===== config.mk =====
export PLATFORM = sky130hd
export DESIGN_NAME = slc_ofs_core
export DESIGN_NICKNAME = d
export VERILOG_FILES = /design/src/design/slc_ofs_pkg.sv /design/src/design/slc_ofs_core.sv
export SDC_FILE = /design/constraint.sdc
export NUM_CORES = 1
export LEC_CHECK = 0
export BUFFER_PORTS_ARGS = -buffer_cell sky130_fd_sc_hd__buf_2
export CAP_MARGIN = 25
export CORE_UTILIZATION = 50
export DETAILED_ROUTE_END_ITERATION = 10
export PLACE_DENSITY = 0.68
export SLEW_MARGIN = 20
export SYNTH_ARGS = -nofsm -noshare
export SYNTH_HDL_FRONTEND = slang
export SYNTH_SLANG_ARGS = --single-unit

===== constraint.sdc =====
create_clock -name clk_i -period 17.1 [get_ports clk_i]
set_clock_uncertainty 0.05 [all_clocks]
set_input_delay 1.71 -clock clk_i [delete_from_list [all_inputs] [get_ports clk_i]]
set_output_delay 1.71 -clock clk_i [all_outputs]
set_load 0.02 [all_outputs]

===== src/design/slc_ofs_pkg.sv =====
package slc_ofs_pkg;

  // Table geometry
  localparam int unsigned MaxLevels  = 16;
  localparam int unsigned MaxSlices  = 64;
  localparam int unsigned TableDepth = MaxLevels * MaxSlices;
  localparam int unsigned AddrW      = $clog2(TableDepth);
  localparam int unsigned EntryW     = 32;
  localparam int unsigned CfgW       = 19;

  // Item operations
  localparam logic OpLoad  = 1'b0;
  localparam logic OpQuery = 1'b1;

  // Tiling modes; any other code is treated as linear
  localparam logic [1:0] TileLinear = 2'd0;
  localparam logic [1:0] TileX      = 2'd1;
  localparam logic [1:0] TileY      = 2'd2;

  // Configuration register indexes
  localparam logic [2:0] RegTiling   = 3'd0;
  localparam logic [2:0] RegPitch    = 3'd1;
  localparam logic [2:0] RegBlkBytes = 3'd2;
  localparam logic [2:0] RegBlkWLog2 = 3'd3;
  localparam logic [2:0] RegBlkHLog2 = 3'd4;

  // 512 / bytes_per_block; the Y tile width (128) uses this value shifted right by two
  localparam logic [9:0] XDIV_TBL [32] = '{
    10'd0,   10'd512, 10'd256, 10'd170, 10'd128, 10'd102, 10'd85,  10'd73,
    10'd64,  10'd56,  10'd51,  10'd46,  10'd42,  10'd39,  10'd36,  10'd34,
    10'd32,  10'd30,  10'd28,  10'd26,  10'd25,  10'd24,  10'd23,  10'd22,
    10'd21,  10'd20,  10'd19,  10'd18,  10'd18,  10'd17,  10'd17,  10'd16
  };

  typedef struct packed {
    logic [1:0]  tiling;
    logic [18:0] pitch;
    logic [4:0]  blk_bytes;
    logic [1:0]  blk_w_log2;
    logic [1:0]  blk_h_log2;
  } cfg_t;

  typedef struct packed {
    logic [31:0] byte_offset;
    logic [8:0]  intra_x;
    logic [7:0]  intra_y;
  } result_t;

endpackage


===== src/design/slc_ofs_core.sv =====
module slc_ofs_core (
  input  logic                            clk_i,
  input  logic                            rst_ni,
  input  logic                            start_i,
  input  logic                            aligned_i,
  input  slc_ofs_pkg::cfg_t               cfg_i,
  input  logic [slc_ofs_pkg::EntryW-1:0]  entry_i,
  output logic                            idle_o,
  output logic                            res_valid_o,
  input  logic                            res_ready_i,
  output slc_ofs_pkg::result_t            res_o
);

  localparam logic [2:0] StIdle = 3'd0;
  localparam logic [2:0] StMulX = 3'd1;
  localparam logic [2:0] StMulY = 3'd2;
  localparam logic [2:0] StDiv  = 3'd3;
  localparam logic [2:0] StDone = 3'd4;

  logic [2:0]  state_q, state_d;
  logic        aligned_q;
  logic [20:0] xb_q;
  logic [31:0] py_q;
  logic [9:0]  rem_q, rem_d;
  logic [3:0]  cnt_q;

  logic [15:0] x_pix, y_pix, y_row;
  logic        is_x, is_y, tiled, div_en;
  logic [18:0] mul_a;
  logic [15:0] mul_b;
  logic [34:0] mul_p;
  logic [9:0]  dvs, rem_sh;
  logic [31:0] base, off;
  logic [11:0] low;
  logic [8:0]  xo;
  logic [7:0]  yo;

  // The entry register stays put while an item is in flight
  assign x_pix = entry_i[15:0] >> cfg_i.blk_w_log2;
  assign y_pix = entry_i[31:16] >> cfg_i.blk_h_log2;

  assign is_x   = (cfg_i.tiling == slc_ofs_pkg::TileX);
  assign is_y   = (cfg_i.tiling == slc_ofs_pkg::TileY);
  assign tiled  = is_x || is_y;
  assign div_en = tiled && aligned_q && (cfg_i.blk_bytes != 5'd0);

  always_comb begin
    if (is_x) begin
      y_row = y_pix >> 3;
    end else if (is_y) begin
      y_row = y_pix >> 5;
    end else begin
      y_row = y_pix;
    end
  end

  // Shared multiplier: x * bytes_per_block first, then tile row * pitch
  always_comb begin
    if (state_q == StMulX) begin
      mul_a = {14'd0, cfg_i.blk_bytes};
      mul_b = x_pix;
    end else begin
      mul_a = cfg_i.pitch;
      mul_b = y_row;
    end
  end
  assign mul_p = {16'd0, mul_a} * {19'd0, mul_b};

  // Restoring remainder step: x mod (tile width / bytes_per_block), one bit a cycle
  assign dvs    = is_y ? (slc_ofs_pkg::XDIV_TBL[cfg_i.blk_bytes] >> 2)
                       : slc_ofs_pkg::XDIV_TBL[cfg_i.blk_bytes];
  assign rem_sh = {rem_q[8:0], x_pix[cnt_q]};
  assign rem_d  = (rem_sh >= dvs) ? (rem_sh - dvs) : rem_sh;

  always_comb begin
    state_d = state_q;
    case (state_q)
      StIdle: begin
        if (start_i) state_d = StMulX;
      end
      StMulX: state_d = StMulY;
      StMulY: state_d = div_en ? StDiv : StDone;
      StDiv: begin
        if (cnt_q == 4'd0) state_d = StDone;
      end
      StDone: begin
        if (res_ready_i) state_d = StIdle;
      end
      default: state_d = StIdle;
    endcase
  end

  always_ff @(posedge clk_i or negedge rst_ni) begin
    if (!rst_ni) begin
      state_q <= StIdle;
    end else begin
      state_q <= state_d;
    end
  end

  always_ff @(posedge clk_i) begin
    if (state_q == StIdle && start_i) begin
      aligned_q <= aligned_i;
    end
    if (state_q == StMulX) begin
      xb_q <= mul_p[20:0];
    end
    if (state_q == StMulY) begin
      py_q  <= mul_p[31:0];
      rem_q <= '0;
      cnt_q <= 4'd15;
    end
    if (state_q == StDiv) begin
      rem_q <= rem_d;
      cnt_q <= cnt_q - 4'd1;
    end
  end

  // Tile start plus the swizzled position inside the tile
  always_comb begin
    if (is_x) begin
      base = {py_q[28:0], 3'd0} + {8'd0, xb_q[20:9], 12'd0};
      low  = {y_pix[2:0], xb_q[8:0]};
      yo   = {5'd0, y_pix[2:0]} << cfg_i.blk_h_log2;
    end else if (is_y) begin
      base = {py_q[26:0], 5'd0} + {6'd0, xb_q[20:7], 12'd0};
      low  = {xb_q[6:4], y_pix[4:0], xb_q[3:0]};
      yo   = {3'd0, y_pix[4:0]} << cfg_i.blk_h_log2;
    end else begin
      base = py_q + {11'd0, xb_q};
      low  = '0;
      yo   = '0;
    end
    xo = rem_q[8:0] << cfg_i.blk_w_log2;
  end

  always_comb begin
    if (tiled && aligned_q) begin
      off = base;
      res_o.intra_x = xo;
      res_o.intra_y = yo;
    end else begin
      off = base + {20'd0, low};
      res_o.intra_x = '0;
      res_o.intra_y = '0;
    end
    res_o.byte_offset = off;
  end

  assign idle_o      = (state_q == StIdle);
  assign res_valid_o = (state_q == StDone);

endmodule


Word-level counts from Yosys, hierarchy flattened:

Memory sizes are Yosys's and may differ from the RTL's.
Cells that the tools add are included.

* $add $sub $neg: 6
* $mul: 1
* order comparisons: 3
* equality and inequality tests: 9
* shift-type cells: 5
* mux-type cells: 27
* bitwise gates (word level): 1
* reduce and logical (&&, ||, !) cells: 9

Operators by type and width (count)
* 32-bit 2-to-1 mux: 3
* 16-bit 2-to-1 mux: 3
* 32-bit by 12-bit adder with 32-bit output: 1
* 32-bit by 21-bit adder with 32-bit output: 1
* 32-bit by 24-bit adder with 32-bit output: 1
* 32-bit by 26-bit adder with 32-bit output: 1
* 19-bit by 16-bit multiplier with 32-bit output: 1
* 16-bit by 2-bit >> shifter with 16-bit output: 2
* 10-bit 2-to-1 mux: 3
* 9-bit 2-to-1 mux: 3
* 12-bit 2-to-1 mux: 2
* 19-bit 2-to-1 mux: 1
* 17-bit 2-to-1 mux: 1
* 8-bit 2-to-1 mux: 2
* 3-bit one-hot mux with 5 select lines: 1
* 3-bit 2-to-1 mux: 4
* 10-bit greater-or-equal comparator: 1
* 9-bit by 2-bit left shift with 9-bit output: 1
* 9-bit subtractor: 1
* 4-bit 2-to-1 mux: 2
* 3-bit by 2-bit left shift with 8-bit output: 1
* 5-bit by 2-bit left shift with 8-bit output: 1
* 3-bit by 2-bit == test with 1-bit output, second input constant: 2
* 6-bit greater-or-equal comparator, second input constant: 1
* 18 further kinds: 21

* register bits: 70
* bits in read-only memories: 320
* input bits: 67
* output and inout bits: 51
* logic and storage cells: 68
* memories kept: 1

Memories
* (no name shown): words 32, width 10, rd ports 1, clocked after Yosys merged registers in 0, wr ports 0, RTL line slc_ofs_core.sv:71 `: slc_ofs_pkg::XDIV_TBL[cfg_i.blk_bytes];`

Depth between registers and ports, before layout:

Gate-level depths: netlist (run 1).

* word-level depth: 8
* gate-level depth with buffers: 33
* mapped depth without buffers: 31

Least setup slack after synthesis (run 1):

Ideal clock, no wire load.

* kind: input -> register
* start point: input cfg_i[0] in the netlist's numbering
* end point: register py_q[23], data pin
* library setup time: 0.258 ns
* arrival: 8.779 ns
* required time: 16.792 ns
* setup slack: 8.013 ns
* cell stages on the path: 29
* buffers on the path: 3
* path through: clkbuf_1 > clkbuf_1 > mux4_2 > nand2_1 > a21oi_1 > a21oi_1 > clkbuf_1 > nor2_1 > fa_1 > inv_1 > fa_1 > fa_1 > inv_1 > fa_1 > fa_1 > inv_1 > fa_1 > inv_1 > ha_1 > a21o_1 > a21o_1 > a21o_1 > a311oi_1 > nor2_1 > a21o_1 > a21o_1 > a21o_1 > a21oi_1 > xnor2_1

* word-level cells in the longest chain between the ends: 5

RTL lines
* start: declaration: RTL line slc_ofs_core.sv:6 `input slc_ofs_pkg::cfg_t cfg_i,`
* 16-bit by 2-bit >> shifter with 16-bit output (*): RTL line slc_ofs_core.sv:40 `assign y_pix = entry_i[31:16] >> cfg_i.blk_h_log2;`
* 16-bit 2-to-1 mux: RTL line slc_ofs_core.sv:50 `end else if (is_y) begin`
* 16-bit 2-to-1 mux (*): RTL line slc_ofs_core.sv:48 `if (is_x) begin`
* 16-bit 2-to-1 mux (*): RTL line slc_ofs_core.sv:59 `if (state_q == StMulX) begin`
* 19-bit by 16-bit multiplier with 32-bit output (*): RTL line slc_ofs_core.sv:67 `assign mul_p = {16'd0, mul_a} * {19'd0, mul_b};`
* via mul_p[23]: RTL line slc_ofs_core.sv:31 `logic [34:0] mul_p;`
* end signal: assignment: RTL line slc_ofs_core.sv:109 `py_q <= mul_p[31:0];`
* end: declaration: RTL line slc_ofs_core.sv:23 `logic [31:0] py_q;`

The timed path passes the listed nets; every way through them passes the cells marked *.
A chain may end at the register's enable or synchronous reset.

Worst setup path after layout (run 1):

* start point: input cfg_i[28] in the netlist's numbering
* end point: register py_q[23], data pin

* word-level cells in the longest chain between the ends: 5
* elaborated cells on any way between the ends: 6
* those cells by class: mul (1); eq/ne (2); mux (3)

RTL lines
* 2-bit == test: RTL line slc_ofs_core.sv:43 `assign is_y = (cfg_i.tiling == slc_ofs_pkg::TileY);`
* 16-bit 2-to-1 mux: RTL line slc_ofs_core.sv:50
* 16-bit 2-to-1 mux (*): RTL line slc_ofs_core.sv:48
* 16-bit 2-to-1 mux (*): RTL line slc_ofs_core.sv:59
* 19-bit by 16-bit multiplier with 32-bit output (*): RTL line slc_ofs_core.sv:67
* via mul_p[23]: RTL line slc_ofs_core.sv:31

Marked as above.

==> run metrics, run 1 <==
H-tree levels 3; num ports roughly 120; number of enable flip-flop cells after synthesis between 60 and 70; share of Yosys cell area claimed by the top area cell type 26.49%; part of the Yosys area used for sequential elements 11.56%; proportion of layout cells with a drive suffix above 1 approximately 9.6%; top achievable clock speed 104.5 MHz; post-DP HPWL ~42,000 um; clock-pin slew on the worst setup and hold paths 0.07 ns; Slew headroom approximately two fifths; die outline area 36,890 um2; router iterations before antenna repair 5; count of input and output buffers 117; number of instances in the synthesized netlist 2,152; Metal-1 WL 21,700 um; final worst-path cycle share a little under three fifths; cell type with the largest total area after synthesis fa_1; worst-path maximum fanout 47; RSZ-0062 raised after global routing no; initial antenna violation count 0; average detailed-routed wire length per instance 19.10 um; compound-cell area share of the yosys netlist 13.67%; core box area between 30,000 and 40,000 um2; met2 wirelength from detailed routing between 20,000 and 25,000 um; maximum number of pins on one net before global-route repair 60; area fraction in and, or, nand and nor cells after synthesis 18.18%; Total Routing Usage GR 28.75%; antenna-violating nets left 0; measured slew at the worst slew-check pin 0.8910 ns; FFs w/ async S/R, synth under 10%; setup violation total in the final timing report 0; Fillers between 3,000 and 4,000; required time of the critical path 17.15 ns; main combinational cell family by area after synthesis adder cells; Most used DFF post-synth edfxtp_1; commonest cells in the synthesized netlist inv_1 (302), nand2_1 (286), fa_1 (239), nor2_1 (200), ha_1 (141); post-synth net total around 2,600; reg2reg path depth 29; Routed WL 50,860 um; uppermost metal layer occupied by signal nets met4; x dimension of the die 192.1 um; Hold-fix buffers, CTS 0; Yosys warnings 0; Critical Path Start Type primary input; average footprint of a synthesized cell 8.393 um2; adder and majority gate portion of the synthesized area a little over a third; hold-critical path depth 1; Mapped Area 18,060 um2; number of hold-slack violations in the final timing report 0; synth top area cells fa_1 (26%), edfxtp_1 (11%), ha_1 (9.8%), inv_1 (6.3%), nand2_1 (5.9%); Synth-to-Final Area Change 6.124%; CTS resizes 0; kind of critical path in2reg; Hold Path Class reg2reg; clock insertion delay at the later pin of the skew report 0.35 ns; number of synthesized register bits 70; number of sinks driven by the clock tree 70; Root Buffer Master clkbuf_16; starting DRC count in detailed routing 1,024; Yosys cell types 83; die height 192.1 um; TritonCTS buffer count 9; vias after detailed routing 15,430; setup tns final 0 ns; result of the run complete, no violations; top-count cell post-synth inv_1; Post-layout nets 2,643; routed vias/inst 5.797; first-pass GRT wire length 81,830 um; worst hold slack across all endpoints 0.4803 ns; total setup buffers inserted after CTS 0; kind of end point of the critical path flip-flop; placer congestion estimate around 0.95; residual DRC count 0; Final min period 9.567 ns; effective utilization at floorplan 50.78%; row count slightly below 70; proportion of synthesized area in mux cells 4.939%; clock tree from TritonCTS done; Max Transition Viols Final 0; critical path arrival between 9 and 10 ns; xor and xnor fraction of the mapped netlist area a little over 6%; number of antenna repair diodes 0; gr ovfl total 0; met3 wire length 3185 um; number of global-route vias before repair 15,530; max_cap viols 0; buffers from clock root to sink, at most 2
## worst max-delay path, cell delays in order
cell	delay, ns
buf_2	0.11
inv_1	0.05
ha_1	0.13
buf_4	0.39
inv_1	0.52
nand2_1	0.17
a31oi_1	0.32
nor2_1	0.78
nor2_1	0.16
fa_1	0.54
inv_1	0.05
fa_1	0.46
fa_1	0.53
inv_1	0.05
ha_1	0.28
fa_1	0.51
fa_1	0.42
ha_1	0.35
a2111oi_0	0.42
o21ai_0	0.34
a311oi_1	0.37
nor2_1	0.13
a21o_1	0.19
a21o_1	0.19
a21o_1	0.18
a21oi_1	0.16
xnor2_1	0.08
## layout make-up
cell class | instances | area (um2) | area share (%)
multi-input cells | 1673 | 14310 | 74.67
flip-flops and latches | 70 | 2087 | 10.89
inverters | 303 | 1137 | 5.934
repair buffers | 139 | 750.7 | 3.917
well taps | 461 | 576.8 | 3.009
clock buffers | 9 | 225.2 | 1.175
clock inverters | 7 | 77.57 | 0.4047
## state kept, by name, indices dropped and copies added (netlist names)
register,count
aligned_q,1
cnt_q,4
py_q,32
rem_q,9
state_q,3
xb_q,21
## path summary, 6_finish.rpt
| kind | startpoint | endpoint | slack, ns |
|---|---|---|---|
| max | cfg_i[28] | py_q[23]$_DFFE_PP_ | 7.53 |
| min | state_q[2]$_DFFE_PN0P_ | state_q[0]$_DFFE_PN0P_ | 0.48 |
| max reg2reg | state_q[0]$_DFFE_PN0P_ | py_q[30]$_DFFE_PP_ | 8.82 |
| min reg2reg | state_q[2]$_DFFE_PN0P_ | state_q[0]$_DFFE_PN0P_ | 0.48 |
| max in group asynchronous | rst_ni | state_q[1]$_DFFE_PN0P_ | 15.78 |
| min in group asynchronous | rst_ni | state_q[2]$_DFFE_PN0P_ | 1.10 |
## cell families (layout without fill, tap and decap cells)
family | count (synthesis) | count (layout)
AND/OR/NAND/NOR | 719 | 719
buffers and inverters | 409 | 458
AO/OA/AOI/OAI | 386 | 386
adder cells (fa/ha/maj) | 380 | 380
XOR/XNOR | 126 | 126
flip-flops | 70 | 70
multiplexers | 62 | 62
## stage by stage
step	setup slack [ns]	utilization (%)	cell area [um2]	std cells
floorplan	8.013	-	18060	2152
global placement	7.201	52.98	18850	2645
detailed placement	7.233	53.04	18860	2646
CTS	7.589	53.89	19170	2662
global route	6.960	53.89	19170	2662
finish	7.533	53.89	19170	2662
## cells in the final DEF, fill, tap and decap left out, types with 22 or more instances in the layout
cell	count
a211oi_1	29
a21o_1	25
a21oi_1	109
and2_1	58
buf_2	117
buf_4	22
edfxtp_1	67
fa_1	239
ha_1	140
inv_1	302
mux2i_1	34
nand2_1	286
nand2b_1	23
nand3_1	25
nor2_1	199
nor2b_1	25
nor3_1	23
o21ai_0	82
xnor2_1	73
xor2_1	53
## routing by layer
| layer | vias up | global-route usage [%] |
|---|---|---|
| li1 | 7184 | - |
| met5 | - | 0 |
| met2 | 582 | 48.19 |
| met4 | 0 | 11.08 |
| met3 | 76 | 2.978 |
| met1 | 7590 | 38.20 |
Power of run 1 is left out: the tool's default activity adds up to more than one toggle a clock period on the data nets, which glitch-free logic cannot reach.
==> inputs of run 2 (changes only) <==
Clock period 17.1 ns to 8.9 ns, I/O delays scaled along.
==> run 2 against run 1 <==
Compared with the run above: final area rose by 0.33%; hold slack got worse by 0.21 ns; largest cell class unchanged; die area unchanged; critical endpoint is now py_q[28]$_DFFE_PP_; final cell count increased by 0.41%; core utilization grew 0.18 points.
==> run metrics, run 2 (same netlist as run 1, synthesis figures left out) <==
result of the run complete, no violations; die outline area 36,890 um2; maximum number of pins on one net before global-route repair 55; first-pass GRT wire length 82,290 um; max_cap viols 0; average detailed-routed wire length per instance 18.89 um; setup slack of the critical path after layout 0.6664 ns; worst-path maximum fanout 45; measured slew at the worst slew-check pin ~0.77 ns; H-tree levels 3; final worst-path cycle share 92.51%; number of sinks driven by the clock tree 70; Hold Path Class in2async; placer congestion estimate 0.9592; CP max stage delay 0.65 ns; top register by number of flip-flops py_q; most frequent cells in the layout inv_1 (302), nand2_1 (286), fa_1 (239); number of global-route vias before repair around 16,000; Hold-fix buffers, CTS 0; die height 192.1 um; Post-layout nets 2,654; CTS resizes 0; vias after detailed routing 15,560; antenna-violating nets left 0; core box area between 30,000 and 40,000 um2; effective utilization at floorplan 50.78%; launching element of the worst setup path cfg_i[28]; Final min period 8.234 ns; cell mode on critical path fa_1; Root Buffer Master clkbuf_16; Critical R2R Launch state_q[0]$_DFFE_PN0P_; number of antenna repair diodes 0; setup tns final 0 ns; setup violation total in the final timing report 0; Synth-to-Final Area Change 6.477%; critical path arrival 8.26 ns; row count 69; post-DP HPWL 42,320 um; worst hold slack across all endpoints 0.2718 ns; commonest non-fill, non-tap cell in the layout inv_1; Max Transition Viols Final 0; top achievable clock speed between 100 and 150 MHz; x dimension of the die 192.1 um; TritonCTS buffer count 9; required time of the critical path 8.93 ns; Finished Cell Area between 15,000 and 20,000 um2; number of flip-flops in the largest register 32; total setup buffers inserted after CTS 0; router iterations before antenna repair 5; number of hold-slack violations in the final timing report 0; biggest registers after layout py_q (32), xb_q (21), rem_q (9); kind of end point of the critical path flip-flop; initial antenna violation count 2; kind of critical path in2reg; residual DRC count 0; Critical Path Start Type primary input; starting DRC count in detailed routing between 1,000 and 1,500; clock-pin slew on the worst setup and hold paths 0.08 ns; num ports approximately 120; RSZ-0062 raised after global routing no; placed inst area ~19,000 um2; Total Routing Usage GR 28.62%; proportion of layout cells with a drive suffix above 1 10.04%; Post-Place Setup Slack 0.2360 ns; clock insertion delay at the later pin of the skew report 0.35 ns; count of input and output buffers 117; routed vias/inst 5.819; Slew headroom 48.46%; gr ovfl total 0; buffers from clock root to sink, at most 2; Routed WL ~50,000 um; CP max-delay cell o21ai_0; clock tree from TritonCTS done
-- run 2: changes by cell type in the layout (fill, tap and decap cells not counted), sizes merged --
cell / change
bufinv: -1
buf: +11
clkinv: +1
-- run 2: cell type report --
| cell class | count | area (um2) |
|---|---|---|
| clock buffer | 9 | 225.2 |
| clock inverter | 7 | 62.56 |
| fill | 3326 | 16340 |
| inverter | 303 | 1137 |
| multi-input combinational | 1673 | 14310 |
| sequential | 70 | 2087 |
| tap | 461 | 576.8 |
| timing repair buffer | 150 | 833.3 |
-- run 2: critical path, delay by kind of cell --
kind	cells	cell delay, ns
adders and majority gates	8	3.41
AOI/OAI and AO/OA	11	2.36
buffers and inverters	6	0.80
and+or+nand+nor	3	0.62
xor gates and xnor gates	1	0.18
-- run 2: per-stage QoR --
step           cells  utilization [%]
2_1_floorplan   2152                -
3_3_place_gp    2657            53.24
3_5_place_dp    2657            53.25
4_1_cts         2673            54.06
5_1_grt         2673            54.07
6_report        2673            54.07
-- run 2: final timing paths --
| path | endpoint | slack [ns] | cells past startpoint |
|---|---|---|---|
| min reg2reg | state_q[0]$_DFFE_PN0P_ | 0.45 | 1 |
| min | state_q[0]$_DFFE_PN0P_ | 0.27 | 1 |
| max in group asynchronous | state_q[2]$_DFFE_PN0P_ | 8.40 | 1 |
| max | py_q[28]$_DFFE_PP_ | 0.67 | 29 |
| min in group clk_i | state_q[0]$_DFFE_PN0P_ | 0.45 | 1 |
| max reg2reg | py_q[28]$_DFFE_PP_ | 0.86 | 25 |
-- run 2: per-layer routing --
metal  wire length (um)  track usage [%]  vias up  part of all wire (%)
li1                   -                -     7198                     -
met4               2147            11.66        0                   4.3
met5                  0                0        -                     0
met1              21240            37.46     7694                    42
met2              24010            48.56      563                    48
met3               3089            2.741      100                   6.1
Power of run 2 is left out for the same reason.
==> inputs of run 3 (changes only) <==
Settings changed: CORE_UTILIZATION 50 to 57, PLACE_DENSITY 0.68 to 0.76.
==> run 3 against run 2 <==
Compared with the run above: worst setup slack improved by 0.0036 ns; routed wire length rose by 2.0%; hold slack improved by 0.0021 ns; flip-flop and latch count did not move; sequential share of layout area barely moved; via count rose by 3.0%; die area fell by 12%; register-to-register slack got worse by 0.16 ns; final cell count fell by 2.4%; count of clock-buffer cells in the layout rose by 1; non-clock buffer count rose by 1; critical endpoint is now py_q[31]$_DFFE_PP_; largest cell class unchanged; highest routed layer unchanged.
==> run metrics, run 3 (same netlist as run 1, synthesis figures left out) <==
result of the run complete, no violations; placer congestion estimate 1.050; required time of the critical path 8.93 ns; number of flip-flops in the largest register 32; placed inst area 18,860 um2; kind of end point of the critical path flip-flop; clock tree from TritonCTS done; CP max stage delay around 0.58 ns; antenna-violating nets left 0; area taken by flip-flops and latches 2087 um2; Finished Cell Area 19,180 um2; endpoint of the most critical register-to-register path py_q[31]$_DFFE_PP_; commonest non-fill, non-tap cell in the layout inv_1; most frequent cells in the layout inv_1 (302), nand2_1 (286), fa_1 (239); setup violation total in the final timing report 0; number of antenna repair diodes 0; kind of critical path in2reg; max_cap viols 0; Final min period 8.230 ns; top register by number of flip-flops py_q; clock insertion delay at the later pin of the skew report 0.35 ns; router iterations before antenna repair 7; setup tns final 0 ns; Hold Path Class in2async; Fillers between 2,000 and 3,000; RSZ-0062 raised after global routing no; average detailed-routed wire length per instance 19.73 um; Final Core Density 62.05%; number of standard cells in the layout, taps in and fillers out 2,609; gr ovfl total 0; buffers from clock root to sink, at most 2; final worst-path cycle share 92.47%; num ports about 120; routed vias/inst 6.140; Slew headroom 27.35%; maximum number of pins on one net before global-route repair 41; Post-layout nets 2,655; die height 180.0 um; Critical R2R Launch state_q[0]$_DFFE_PN0P_; worst reg2reg setup slack 0.70 ns; vias after detailed routing about 16,000; initial antenna violation count 0; core box area 30,910 um2; number of hold-slack violations in the final timing report 0; family with the most delay on the worst path adder cells; critical path arrival 8.26 ns; CTS resizes 0; Max Transition Viols Final 0; top achievable clock speed 121.5 MHz; residual DRC count 0; CP max-delay cell nor2_1; row count 64; starting DRC count in detailed routing 1,661; Hold-fix buffers, CTS 0; total setup buffers inserted after CTS 0; first-pass GRT wire length roughly 84,000 um; die outline area 32,400 um2; Synth-to-Final Area Change 6.200%; reg2reg path depth 25; Routed WL 51,490 um; count of input and output buffers 117; measured slew at the worst slew-check pin 1.086 ns; x dimension of the die 180.0 um; number of global-route vias before repair approximately 16,000; placed instance count 2,593; Critical Path Start Type primary input; worst-path maximum fanout 24; area of the multi-input gates 14,300 um2; cell mode on critical path fa_1; Total Routing Usage GR about 33%; number of buffer and inverter instances along the worst setup path 6; H-tree levels 3; TritonCTS buffer count 9; biggest registers after layout py_q (32), xb_q (21), rem_q (9); proportion of layout cells with a drive suffix above 1 roughly a tenth; effective utilization at floorplan about 60%; Root Buffer Master clkbuf_16; number of sinks driven by the clock tree 70; clock-pin slew on the worst setup and hold paths 0.06 ns; post-DP HPWL between 40,000 and 50,000 um
[run 3: per-stage QoR]
stage	worst slack, ns	hold WS [ns]
2_1_floorplan	0.6332	0.4288
3_3_place_gp	0.6040	0.4558
3_5_place_dp	0.4102	0.4828
4_1_cts	0.4613	0.2687
5_1_grt	0.2301	0.2736
6_report	0.6700	0.2739
[run 3: worst max path at each step]
| stage | slack [ns] | endpoint | startpoint | cells after the start |
|---|---|---|---|---|
| floorplan | 0.63 | py_q[23]$_DFFE_PP_ | cfg_i[0] | 29 |
| global placement | 0.60 | py_q[23]$_DFFE_PP_ | cfg_i[0] | 28 |
| detailed placement | 0.41 | py_q[31]$_DFFE_PP_ | cfg_i[0] | 29 |
| CTS | 0.46 | py_q[31]$_DFFE_PP_ | state_q[0]$_DFFE_PN0P_ | 25 |
| global route | 0.23 | py_q[28]$_DFFE_PP_ | cfg_i[0] | 30 |
| finish | 0.67 | py_q[31]$_DFFE_PP_ | cfg_i[0] | 29 |
[run 3: final cells by class]
type	instances	share of cell area, %
Multi-Input combinational cell	1673	74.56
Sequential cell	70	10.88
Inverter	303	5.949
Timing Repair Buffer	151	4.384
Tap cell	396	2.583
Clock buffer	10	1.194
Clock inverter	6	0.4501
[run 3: worst reg2reg max path: stages, from the launching register on]
cell	delay, ns
dfrtp_1	0.44
or3b_2	0.52
clkinvlp_4	0.56
a21boi_0	0.73
buf_4	0.30
nor2_1	0.10
fa_1	0.51
inv_1	0.06
fa_1	0.53
inv_1	0.05
fa_1	0.45
fa_1	0.40
fa_1	0.56
inv_1	0.06
fa_1	0.47
inv_1	0.04
ha_1	0.34
a21o_1	0.20
a211o_1	0.31
a311oi_1	0.29
nor2_1	0.13
a21oi_1	0.29
a31oi_1	0.16
o21a_1	0.20
nor2_1	0.11
xnor2_1	0.07
[run 3: metal layers]
| metal | GRT usage, % | share of wire [%] | up-vias |
|---|---|---|---|
| met4 | 19.72 | 6.2 | 0 |
| met1 | 41.14 | 39 | 7809 |
| met3 | 5.348 | 8.9 | 173 |
| met5 | 0 | 0 | - |
| li1 | - | - | 7216 |
| met2 | 53.59 | 46 | 821 |
Power of run 3 is left out for the same reason.
